$ cat config.mk
export PLATFORM = sky130hd
export DESIGN_NAME = motion_tween_interpolator
export DESIGN_NICKNAME = d
export VERILOG_FILES = /design/src/hdl/mti_pkg.sv /design/src/hdl/mti_lane.sv /design/src/hdl/motion_tween_interpolator.sv
export SDC_FILE = /design/constraint.sdc
export NUM_CORES = 2
export LEC_CHECK = 0
export BUFFER_PORTS_ARGS = -buffer_cell sky130_fd_sc_hd__buf_2
export CORE_MARGIN = 3
export CORE_UTILIZATION = 67
export CTS_BUF_LIST = sky130_fd_sc_hd__clkbuf_4 sky130_fd_sc_hd__clkbuf_8 sky130_fd_sc_hd__clkbuf_16
export DETAILED_ROUTE_END_ITERATION = 10
export GPL_TIMING_DRIVEN = 0
export PLACE_DENSITY_LB_ADDON = 0.12
export SLEW_MARGIN = 10
export SYNTH_ARGS = -nofsm -noshare
export SYNTH_HDL_FRONTEND = slang
export SYNTH_SLANG_ARGS = --single-unit
$ cat constraint.sdc
create_clock -name clk -period 12.9 [get_ports clk]
set_input_delay 0 -clock clk [delete_from_list [all_inputs] [get_ports clk]]
set_output_delay 0 -clock clk [all_outputs]
set_load 0.02 [all_outputs]
$ cat src/hdl/mti_pkg.sv
// ----------------------------------------------------------------------------
// mti_pkg: shared types and constants for the motion tween interpolator
// Widths, stream packing, mode codes and the lane request/response structs.
// ----------------------------------------------------------------------------
package mti_pkg;

	localparam int COORD_BITS = 16;
	localparam int TIME_BITS  = 16;

	// per-lane arithmetic widths
	localparam int MAG_BITS  = COORD_BITS + 1;      // |target - start|
	localparam int QUO_BITS  = COORD_BITS + 1;      // quotient never exceeds the magnitude
	localparam int NUM_BITS  = 2 * TIME_BITS + 1;   // t, t*t or 2*u*u
	localparam int DEN_BITS  = 2 * TIME_BITS;       // D or D*D
	localparam int PROD_BITS = MAG_BITS + NUM_BITS;
	localparam int CNT_BITS  = $clog2(QUO_BITS + 1);

	// stream packing
	localparam int IN_FIELD_BITS  = 2 * COORD_BITS + TIME_BITS + 2;
	localparam int IN_DATA_BITS   = ((IN_FIELD_BITS + 7) / 8) * 8;
	localparam int OUT_FIELD_BITS = 2 * COORD_BITS + 1;
	localparam int OUT_DATA_BITS  = ((OUT_FIELD_BITS + 7) / 8) * 8;

	localparam int DX_LSB   = 0;
	localparam int DY_LSB   = COORD_BITS;
	localparam int DUR_LSB  = 2 * COORD_BITS;
	localparam int MODE_LSB = 2 * COORD_BITS + TIME_BITS;
	localparam int MOV_BIT  = 2 * COORD_BITS;

	localparam logic CMD_TICK = 1'b0;
	localparam logic CMD_MOVE = 1'b1;

	typedef enum logic [1:0] {
		MODE_HOLD        = 2'd0,
		MODE_LINEAR      = 2'd1,
		MODE_EASE_IN     = 2'd2,
		MODE_EASE_IN_OUT = 2'd3
	} mode_t;

	typedef struct packed {
		logic                go;
		logic [NUM_BITS-1:0] num;
		logic [DEN_BITS-1:0] den;
		logic                from_end;   // offset is taken back from the target
	} lane_req_t;

	typedef struct packed {
		logic                         done;
		logic signed [COORD_BITS-1:0] pos;
	} lane_rsp_t;

endpackage

$ cat src/hdl/mti_lane.sv
// ----------------------------------------------------------------------------
// mti_lane: one axis of the tween
// Scales |target - start| by num, divides by den with a restoring divider
// (one quotient bit per cycle) and applies the signed offset.
// ----------------------------------------------------------------------------
module mti_lane (
	input  logic                                   clk,
	input  logic                                   arst_n,
	input  mti_pkg::lane_req_t                     req,
	input  logic signed [mti_pkg::COORD_BITS-1:0]  start_pos,
	input  logic signed [mti_pkg::COORD_BITS-1:0]  end_pos,
	output mti_pkg::lane_rsp_t                     rsp
);

	typedef enum logic [3:0] {
		L_IDLE = 4'b0001,
		L_LOAD = 4'b0010,
		L_DIV  = 4'b0100,
		L_DONE = 4'b1000
	} lstate_t;

	lstate_t                         lstate_q;
	logic [mti_pkg::MAG_BITS-1:0]    dlt;
	logic [mti_pkg::MAG_BITS-1:0]    mag;
	logic [mti_pkg::PROD_BITS-1:0]   prod_s1;
	logic                            neg_q;
	logic                            from_end_q;
	logic [mti_pkg::DEN_BITS-1:0]    den_q;
	logic [mti_pkg::DEN_BITS-1:0]    rem_q;
	logic [mti_pkg::QUO_BITS-1:0]    quo_q;
	logic [mti_pkg::CNT_BITS-1:0]    cnt_q;
	logic [mti_pkg::DEN_BITS:0]      trial;
	logic [mti_pkg::DEN_BITS:0]      trial_sub;
	logic                            take;
	logic [mti_pkg::COORD_BITS+1:0]  q_ext;
	logic [mti_pkg::COORD_BITS+1:0]  offs;

	assign dlt = {end_pos[mti_pkg::COORD_BITS-1], end_pos}
		- {start_pos[mti_pkg::COORD_BITS-1], start_pos};
	assign mag = dlt[mti_pkg::MAG_BITS-1] ? (~dlt + 1'b1) : dlt;

	assign trial     = {rem_q, quo_q[mti_pkg::QUO_BITS-1]};
	assign trial_sub = trial - {1'b0, den_q};
	assign take      = (trial >= {1'b0, den_q});

	always_ff @(posedge clk or negedge arst_n) begin
		if (!arst_n) begin
			lstate_q <= L_IDLE;
			cnt_q    <= '0;
		end else begin
			unique case (lstate_q)
				L_IDLE: begin
					if (req.go) lstate_q <= L_LOAD;
				end
				L_LOAD: begin
					cnt_q    <= mti_pkg::CNT_BITS'(mti_pkg::QUO_BITS);
					lstate_q <= L_DIV;
				end
				L_DIV: begin
					cnt_q <= cnt_q - 1'b1;
					if (cnt_q == mti_pkg::CNT_BITS'(1)) lstate_q <= L_DONE;
				end
				L_DONE: begin
					lstate_q <= L_IDLE;
				end
			endcase
		end
	end

	// datapath: the upper part of the product is already below den, so only
	// the low QUO_BITS bits need shifting through
	always_ff @(posedge clk) begin
		unique case (lstate_q)
			L_IDLE: begin
				if (req.go) begin
					prod_s1    <= mag * req.num;
					neg_q      <= dlt[mti_pkg::MAG_BITS-1];
					from_end_q <= req.from_end;
					den_q      <= req.den;
				end
			end
			L_LOAD: begin
				rem_q <= prod_s1[mti_pkg::QUO_BITS +: mti_pkg::DEN_BITS];
				quo_q <= prod_s1[mti_pkg::QUO_BITS-1:0];
			end
			L_DIV: begin
				rem_q <= take ? trial_sub[mti_pkg::DEN_BITS-1:0]
					: trial[mti_pkg::DEN_BITS-1:0];
				quo_q <= {quo_q[mti_pkg::QUO_BITS-2:0], take};
			end
			L_DONE: begin
			end
		endcase
	end

	assign q_ext = {1'b0, quo_q};
	assign offs  = neg_q ? (~q_ext + 1'b1) : q_ext;

	assign rsp.done = (lstate_q == L_DONE);
	assign rsp.pos  = from_end_q
		? (end_pos - $signed(offs[mti_pkg::COORD_BITS-1:0]))
		: (start_pos + $signed(offs[mti_pkg::COORD_BITS-1:0]));

endmodule

$ cat src/hdl/motion_tween_interpolator.sv
// ----------------------------------------------------------------------------
// motion_tween_interpolator: two-axis sprite position tween
// Tick and move words in, one position word out per input word.
// ----------------------------------------------------------------------------
// Path: a running tween goes through ST_EVAL, ST_SQR, ST_WAIT (the
//   17-step restoring divider in each axis lane) and ST_OUT; when the sprite is
//   still or snaps to its target on this word, ST_EVAL goes straight to ST_OUT.
// Throughput: one word at a time; the next word is taken the cycle after the
//   result enters the output register.
// Reset: arst_n clears position, target, span, elapsed count and mode to 0.
module motion_tween_interpolator (
	input  logic                               clk,
	input  logic                               arst_n,
	input  logic                               s_tvalid,
	output logic                               s_tready,
	// dest_x, dest_y, duration_ticks, move_mode, zero fill
	input  logic [mti_pkg::IN_DATA_BITS-1:0]   s_tdata,
	// command
	input  logic                               s_tuser,
	output logic                               m_tvalid,
	input  logic                               m_tready,
	// pos_x, pos_y, moving, zero fill
	output logic [mti_pkg::OUT_DATA_BITS-1:0]  m_tdata
);

	typedef enum logic [4:0] {
		ST_IDLE = 5'b00001,
		ST_EVAL = 5'b00010,
		ST_SQR  = 5'b00100,
		ST_WAIT = 5'b01000,
		ST_OUT  = 5'b10000
	} state_t;

	localparam int C = mti_pkg::COORD_BITS;
	localparam int T = mti_pkg::TIME_BITS;

	state_t                  state_q;
	logic signed [C-1:0]     start_x_q, start_y_q, target_x_q, target_y_q;
	logic [T-1:0]            span_q, elapsed_q;
	mti_pkg::mode_t          mode_q;

	logic                    cmd_q;
	logic signed [C-1:0]     dest_x_q, dest_y_q;
	logic [T-1:0]            dur_q;
	mti_pkg::mode_t          new_mode_q;

	logic [T-1:0]            u_s1;
	logic                    from_end_s1;
	logic                    go_s2;
	logic [mti_pkg::NUM_BITS-1:0] num_s2;
	logic [mti_pkg::DEN_BITS-1:0] den_s2;
	logic                    from_end_s2;

	logic signed [C-1:0]     res_x_q, res_y_q;
	logic                    m_tvalid_q;
	logic signed [C-1:0]     out_x_q, out_y_q;
	logic                    out_moving_q;

	logic                    s_fire;
	logic                    snap;
	logic                    late_half;
	logic [mti_pkg::DEN_BITS-1:0] u_sq;
	logic [mti_pkg::DEN_BITS-1:0] span_sq;
	logic                    out_free;

	mti_pkg::lane_req_t      req;
	mti_pkg::lane_rsp_t      rsp_x, rsp_y;

	assign s_tready = (state_q == ST_IDLE);
	assign s_fire   = s_tvalid && s_tready;
	assign out_free = !m_tvalid_q || m_tready;

	assign snap      = (mode_q != mti_pkg::MODE_HOLD) && (elapsed_q >= span_q);
	assign late_half = ({elapsed_q, 1'b0} > {1'b0, span_q});
	assign u_sq      = u_s1 * u_s1;
	assign span_sq   = span_q * span_q;

	assign req.go       = go_s2;
	assign req.num      = num_s2;
	assign req.den      = den_s2;
	assign req.from_end = from_end_s2;

	always_ff @(posedge clk or negedge arst_n) begin
		if (!arst_n) begin
			state_q    <= ST_IDLE;
			start_x_q  <= '0;
			start_y_q  <= '0;
			target_x_q <= '0;
			target_y_q <= '0;
			span_q     <= '0;
			elapsed_q  <= '0;
			mode_q     <= mti_pkg::MODE_HOLD;
			go_s2      <= 1'b0;
			m_tvalid_q <= 1'b0;
		end else begin
			go_s2 <= 1'b0;
			if (m_tready) m_tvalid_q <= 1'b0;
			unique case (state_q)
				ST_IDLE: begin
					if (s_fire) begin
						// elapsed saturates and stands still while holding
						if (s_tuser == mti_pkg::CMD_TICK && mode_q != mti_pkg::MODE_HOLD
							&& elapsed_q != {T{1'b1}}) begin
							elapsed_q <= elapsed_q + 1'b1;
						end
						state_q <= ST_EVAL;
					end
				end
				ST_EVAL: begin
					if (snap) begin
						mode_q    <= mti_pkg::MODE_HOLD;
						start_x_q <= target_x_q;
						start_y_q <= target_y_q;
					end
					if (snap || mode_q == mti_pkg::MODE_HOLD) state_q <= ST_OUT;
					else state_q <= ST_SQR;
				end
				ST_SQR: begin
					go_s2   <= 1'b1;
					state_q <= ST_WAIT;
				end
				ST_WAIT: begin
					if (rsp_x.done && rsp_y.done) state_q <= ST_OUT;
				end
				ST_OUT: begin
					if (out_free) begin
						m_tvalid_q <= 1'b1;
						if (cmd_q == mti_pkg::CMD_MOVE) begin
							start_x_q  <= res_x_q;
							start_y_q  <= res_y_q;
							target_x_q <= dest_x_q;
							target_y_q <= dest_y_q;
							span_q     <= dur_q;
							elapsed_q  <= '0;
							mode_q     <= new_mode_q;
						end
						state_q <= ST_IDLE;
					end
				end
			endcase
		end
	end

	always_ff @(posedge clk) begin
		if (s_fire) begin
			cmd_q      <= s_tuser;
			dest_x_q   <= s_tdata[mti_pkg::DX_LSB +: C];
			dest_y_q   <= s_tdata[mti_pkg::DY_LSB +: C];
			dur_q      <= s_tdata[mti_pkg::DUR_LSB +: T];
			new_mode_q <= mti_pkg::mode_t'(s_tdata[mti_pkg::MODE_LSB +: 2]);
		end
		if (state_q == ST_EVAL) begin
			res_x_q <= snap ? target_x_q : start_x_q;
			res_y_q <= snap ? target_y_q : start_y_q;
			// second half of ease-in-out mirrors from the target
			if (mode_q == mti_pkg::MODE_EASE_IN_OUT && late_half) begin
				u_s1        <= span_q - elapsed_q;
				from_end_s1 <= 1'b1;
			end else begin
				u_s1        <= elapsed_q;
				from_end_s1 <= 1'b0;
			end
		end
		if (state_q == ST_SQR) begin
			from_end_s2 <= from_end_s1;
			unique case (mode_q)
				mti_pkg::MODE_HOLD, mti_pkg::MODE_LINEAR: begin
					num_s2 <= mti_pkg::NUM_BITS'(elapsed_q);
					den_s2 <= mti_pkg::DEN_BITS'(span_q);
				end
				mti_pkg::MODE_EASE_IN: begin
					num_s2 <= mti_pkg::NUM_BITS'(u_sq);
					den_s2 <= span_sq;
				end
				mti_pkg::MODE_EASE_IN_OUT: begin
					num_s2 <= {u_sq, 1'b0};
					den_s2 <= span_sq;
				end
			endcase
		end
		if (state_q == ST_WAIT && rsp_x.done && rsp_y.done) begin
			res_x_q <= rsp_x.pos;
			res_y_q <= rsp_y.pos;
		end
		// merge both lanes into the output word
		if (state_q == ST_OUT && out_free) begin
			out_x_q      <= res_x_q;
			out_y_q      <= res_y_q;
			out_moving_q <= (cmd_q == mti_pkg::CMD_MOVE) ? (new_mode_q != mti_pkg::MODE_HOLD)
				: (mode_q != mti_pkg::MODE_HOLD);
		end
	end

	mti_lane u_lane_x (
		.clk       (clk),
		.arst_n    (arst_n),
		.req       (req),
		.start_pos (start_x_q),
		.end_pos   (target_x_q),
		.rsp       (rsp_x)
	);

	mti_lane u_lane_y (
		.clk       (clk),
		.arst_n    (arst_n),
		.req       (req),
		.start_pos (start_y_q),
		.end_pos   (target_y_q),
		.rsp       (rsp_y)
	);

	assign m_tvalid = m_tvalid_q;
	assign m_tdata  = mti_pkg::OUT_DATA_BITS'({out_moving_q, out_y_q, out_x_q});

endmodule

# Word-level counts from Yosys, hierarchy flattened
# Index checks and enable logic that the tools add are counted.
# totals
reg_bits	586
inputBits	61
output_inout_bits	42
word_cells	184
# classes
add_sub_neg	16
n_mul	4
order_cmp	4
eq_ne	29
n_mux	54
bitwise_logic	5
reduce_logical	31
# op_table
cell	count
$mux 16	19
$pmux 32 s2	3
$pmux 33 s3	1
$mul 17x33->49	2
$pmux 16 s2	3
$pmux 17 s2	2
$ge 33x32->1	2
$mul 16x16->32	2
$mux 32	2
$sub 32x32->32	2
$add 16x1->16 const B	3
$sub 16x16->16	3
$add 17x1->17 const B	2
$mux 17	2
$not 17->17	2
$sub 16x16->17	2
$add 16x16->16	2
$not 16->16	2
$pmux 4 s4	2
$pmux 5 s5	1
$mux 5	4
$pmux 5 s2	2
$gt 17x16->1	1
$ge 16x16->1	1
other kinds (30)	76

# Logic depth before layout (Yosys ltp)
# logic_depth
ltp_word	6
depth_mapped	39
mapped_depth_nobuf	37

# By module
# From an unflattened synthesis, not the netlist that was laid out.
# unflattened
cells_unflattened	9132
hier_area_um2	83176.0
# by_module_without_submodules
module	n_inst	cells_per_inst	area_each_um2	seq_area_each_um2
mti_lane at u_lane_y	1	3194	27883.0	4190.3
mti_lane at u_lane_x	1	3129	27662.8	4190.3
motion_tween_interpolator	1	2809	27630.2	8604.5

# Worst setup path before layout
# No wires, ideal clock.
# synth_timing
kind	reg-to-reg
startpoint	register start_y_q[0]
endpoint	register u_lane_y.prod_s1[44] in the netlist's numbering (data pin)
setup_ns	0.258
arrival_time_ns	9.151
t_required_ns	12.642
slack_ns	3.491
path_stages_with_launch	38
path_buffers	2
period_less_slack_ns	9.409
path_cell_list	dfrtp_1 > ha_1 > fa_1 > nor2b_1 > o31a_1 > o2111ai_1 > a21o_1 > a31oi_1 > nand2_1 > a22oi_1 > inv_1 > clkbuf_1 > nand2_1 > xnor2_1 > clkbuf_1 > nand2_1 > fa_1 > inv_1 > (+2 left out) > fa_1 > inv_1 > fa_1 > fa_1 > inv_1 > fa_1 > inv_1 > ha_1 > a21o_1 > a2111o_1 > a311o_1 > a31oi_1 > o21ai_0 > a31o_2 > a2111oi_0 > o41ai_1 > a21oi_1 > xnor2_1
# synth_via
elab_chain_len	5
# synth_lines
item	line	rtl
from (decl)	motion_tween_interpolator.sv:38	logic signed [C-1:0] start_x_q, start_y_q, target_x_q, target_y_q;
from (signal assigned)	motion_tween_interpolator.sv:113	start_y_q <= target_y_q;
from (signal assigned)	motion_tween_interpolator.sv:130	start_y_q <= res_y_q;
$sub 16x16->17 (*)	mti_lane.sv:39	- {start_pos[mti_pkg::COORD_BITS-1], start_pos};
via u_lane_y.dlt (one bit)	mti_lane.sv:23	logic [mti_pkg::MAG_BITS-1:0] dlt;
$not 17->17	mti_lane.sv:40	assign mag = dlt[mti_pkg::MAG_BITS-1] ? (~dlt + 1'b1) : dlt;
$add 17x1->17	mti_lane.sv:40	
$mux 17 (*)	mti_lane.sv:40	
$mul 17x33->49 (*)	mti_lane.sv:76	prod_s1 <= mag * req.num;
to (signal assigned)	mti_lane.sv:76	
to (decl)	mti_lane.sv:25	logic [mti_pkg::PROD_BITS-1:0] prod_s1;
# Mark *: on every way through the listed nets, which the timed path passes. The rest lies on a longest branch.
# A chain may end at the register's enable or synchronous reset.

# Worst setup path in the final report
# layout_timing
startpoint	register target_x_q[0]
endpoint	register u_lane_x.prod_s1[48] in the netlist's numbering (data pin)
# layout_via
elab_chain_len	5
# layout_lines
item	line	rtl
from (decl)	motion_tween_interpolator.sv:38	
from (signal assigned)	motion_tween_interpolator.sv:131	target_x_q <= dest_x_q;
$sub 16x16->17 (*)	mti_lane.sv:39	
via u_lane_x.dlt (one bit)	mti_lane.sv:23	
$not 17->17	mti_lane.sv:40	
$add 17x1->17	mti_lane.sv:40	
$mux 17 (*)	mti_lane.sv:40	
$mul 17x33->49 (*)	mti_lane.sv:76	
to (signal assigned)	mti_lane.sv:76	
to (decl)	mti_lane.sv:25	
# Marked as above.

==> results.toml <==
[final_layout]
syn2layout_area_growth_pct = 7.48
n_fill_cell = 9184
num-nets-final = 11200
post_route_cells_drive_above_1_share_pct = 3.18

[sta]
finalWorstPathRequiredPeriod_ns = 12.71
maxSlewHeadroom_pct = 9.39
maxClockFrequency_ghz = 0.0787
min_period_over_period_pct = 98.5
finalSetupViolations = 0
report.final.slew_viol_count = 0
clock_skew_ns = 0.0629
setup_repair_after_global_routing_missed_its_margin = "no"
final.setup.tns_ns = 0
final-hold-violation-count = 0
worstMarginPinSlew_ns = 1.36

[floorplanning]
initial_utilization_pct = 67.9
floorplan.die.height_microns = 356
die_area_sq_mm = 0.127
ioPinCount = 103
placement_rows = 127
floorplan.core_area_sq_mm = 0.121
die_width_microns = 356

[setup_path]
slowest_delay_ns = 1.08
worstPathRequired_ns = 13.29
count_of_cell_instances_traversed_by_the_critical_path = 36
worstPathArrival_ns = 13.10
cp_top_family = "compound AO/OA/AOI/OAI gates"
r2r.worst_path.cells = 36
critical_path.startpoint_type = "register"
critical_path.n_buffers_inverters = 8
end_kind = "register"
critical-path-top-cell-by-count = "sky130_fd_sc_hd__fa_1"
criticalPathCategory = "reg2reg"
crit_path_top_delay_cell = "sky130_fd_sc_hd__o21ai_0"
timing.critical_path.fanout_max = 10

[logic_synthesis]
ys_seq_elements = 586
synth.largest_area_cell = "sky130_fd_sc_hd__fa_1"
post_synth_main_area_contributors = "sky130_fd_sc_hd__fa_1 (31%), sky130_fd_sc_hd__edfxtp_1 (17%), sky130_fd_sc_hd__ha_1 (9.6%)"
yosys.area.top_type_share_pct = 30.8
cell_count_after_synthesis = 8979
synth.yosys.warnings = 0
synth-edff-count = 463
dominantRegCellSynth = "sky130_fd_sc_hd__edfxtp_1"
synth_area_sq_mm = 0.0820
synth_async_sr_flop_share_pct = 21.0
synth-seq-area-share_pct = 20.7
postSynthAreaPerCell_sq_um = 9.14
top_cells_by_instance_count_after_synthesis = "sky130_fd_sc_hd__inv_1 (1909), sky130_fd_sc_hd__nand2_1 (1345), sky130_fd_sc_hd__fa_1 (1263)"
most_instantiated_library_cell_after_synthesis = "sky130_fd_sc_hd__inv_1"
synth_cell_type_count = 91

[cts]
post_cts_resize_count = 0
cts_made_buffers = 68
cts.root.buffer_cell = "sky130_fd_sc_hd__clkbuf_16"
htree_num_levels = 3
cts_tree = "yes"
clk_pin_slew_worst_paths_ns = 0.06
post_cts_buffers = 0
clock-sinks = 586
clk_latency_worst_skew_pair_ns = 0.70
clock_path_buffers = 3

[drt]
drt_iter0_drc = 5810
vias = 64500
antenna_left = 0
length_of_the_first_detailed_routing_pass_in_iterations = 6
wl_per_cell_microns = 22.2
route.final.wire_length_microns = 243000
drt-vias-per-instance = 5.90
drc = 0

[hold_path]
min_delay_path_depth = 2
min-delay-path-class = "in2reg"

[placement]
port_buffers = 89
finalWeightedCongestion = 1.02
post-dp-hpwl_microns = 197000

[run]
max_cap_violations = 0

[global_route]
grt_pass1_wl_microns = 381000
global_route.overflow_total = 0
first_global_vias = 67600
grt_use_total_pct = 39.5
antenna_found_initial = 7
grt_max_degree = 66

[status]
status = "complete, no violations"
-- cell usage in the layout, fill, tap and decap left out, types with 13 or more instances in the layout --
cell type | netlist | routed
sky130_fd_sc_hd__mux2i_1 | 70 | 70
sky130_fd_sc_hd__ha_1 | 629 | 629
sky130_fd_sc_hd__dfrtp_1 | 120 | 120
sky130_fd_sc_hd__o211ai_1 | 38 | 38
sky130_fd_sc_hd__nor2_1 | 375 | 373
sky130_fd_sc_hd__xor2_1 | 114 | 114
sky130_fd_sc_hd__a211oi_1 | 51 | 51
sky130_fd_sc_hd__nor3_1 | 76 | 76
sky130_fd_sc_hd__a21boi_0 | 17 | 17
sky130_fd_sc_hd__nand3_1 | 84 | 84
sky130_fd_sc_hd__dlygate4sd3_1 | 0 | 103
sky130_fd_sc_hd__a21oi_1 | 335 | 335
sky130_fd_sc_hd__o22ai_1 | 40 | 40
sky130_fd_sc_hd__o31ai_1 | 29 | 29
sky130_fd_sc_hd__edfxtp_1 | 463 | 463
sky130_fd_sc_hd__o21a_1 | 45 | 45
sky130_fd_sc_hd__and2_1 | 301 | 299
sky130_fd_sc_hd__clkbuf_1 | 347 | 346
sky130_fd_sc_hd__nor4_1 | 19 | 19
sky130_fd_sc_hd__and3_1 | 35 | 35
sky130_fd_sc_hd__clkbuf_16 | 0 | 68
sky130_fd_sc_hd__nand2b_1 | 130 | 130
sky130_fd_sc_hd__fa_1 | 1263 | 1263
sky130_fd_sc_hd__inv_1 | 1909 | 1909
sky130_fd_sc_hd__or2_2 | 13 | 13
sky130_fd_sc_hd__nand2_1 | 1345 | 1342
sky130_fd_sc_hd__a31oi_1 | 63 | 63
sky130_fd_sc_hd__o21ai_0 | 255 | 255
sky130_fd_sc_hd__or3_1 | 35 | 35
sky130_fd_sc_hd__xnor2_1 | 240 | 240
sky130_fd_sc_hd__o21bai_1 | 37 | 37
sky130_fd_sc_hd__nand4_1 | 32 | 32
sky130_fd_sc_hd__a21o_1 | 144 | 144
sky130_fd_sc_hd__buf_2 | 5 | 93
sky130_fd_sc_hd__nor2b_1 | 100 | 100
-- per-layer routing --
layer / routed length (microns) / up-vias / track usage, %
met5: 49 / - / 0
met1: 91300 / 32100 / 50.2
met4: 15000 / 6 / 20.6
li1: - / 28700 / -
met2: 112000 / 3066 / 63.2
met3: 24700 / 682 / 9.60
-- through the flow --
stage | hold WS [ns] | cells | cell area, sq um | util (%) | worst slack [ns]
after global placement | 0.177 | 10700 | 84500 | 70.0 | 0.890
after detailed placement | 0.0387 | 10700 | 84800 | 70.2 | 0.708
final | 0.0564 | 10900 | 88200 | 73.0 | 0.192
after floorplan | -0.296 | 8985 | 82100 | - | 3.49
after CTS | 0.000219 | 10900 | 88200 | 73.0 | 0.569
after global routing | 0.0598 | 10900 | 88200 | 73.0 | 0.0570
-- cell families after synthesis --
group	share of synthesized area, %
flip-flops	20.7
XOR/XNOR	3.83
other	0.00457
multiplexers	0.991
AND/OR/NAND/NOR	14.5
adder cells (fa/ha/maj)	40.4
buffers and inverters	10.5
AO/OA/AOI/OAI	9.02
-- state kept, by name, indices dropped and copies added (netlist names), 32 cells and up --
register and count:
u_lane_x.rem_q 32, u_lane_y.rem_q 32, num_s2 33, u_lane_x.den_q 32, u_lane_y.prod_s1 49, den_s2 32, u_lane_x.prod_s1 49, u_lane_y.den_q 32
-- area by class of cell --
cell class              instances  area (sq um)  area share (%)
diodes                          5          12.5          0.0142
plain buffers                 371          1440            1.63
clock buffers                  87          1890            2.14
clock inverters                38           423           0.480
inverters                    1915          7190            8.15
multi-input cells            6113         56500            64.1
flip-flops and latches        586         17000            19.3
well taps                    1612          2020            2.29
repair buffers                203          1730            1.96
-- path summary, 6_finish.rpt --
path                                from                   end  slack [ns]
max                        target_x_q[0]  u_lane_x.prod_s1[48]        0.19
min                          s_tdata[32]              dur_q[0]        0.06
max reg2reg                target_x_q[0]  u_lane_x.prod_s1[48]        0.19
min reg2reg                   den_s2[25]    u_lane_y.den_q[25]        0.44
max in group asynchronous         arst_n          start_x_q[6]       12.03
min in group asynchronous         arst_n  u_lane_x.lstate_q[0]        0.45
-- repair_timing --
action,in CTS,in global routing
hold buffers,104,0
hold endpoints to repair,203,0
setup endpoints to repair,0,0
Power is not shown: default switching activity piles up to over one toggle a cycle in this logic, so the estimate is an artifact.
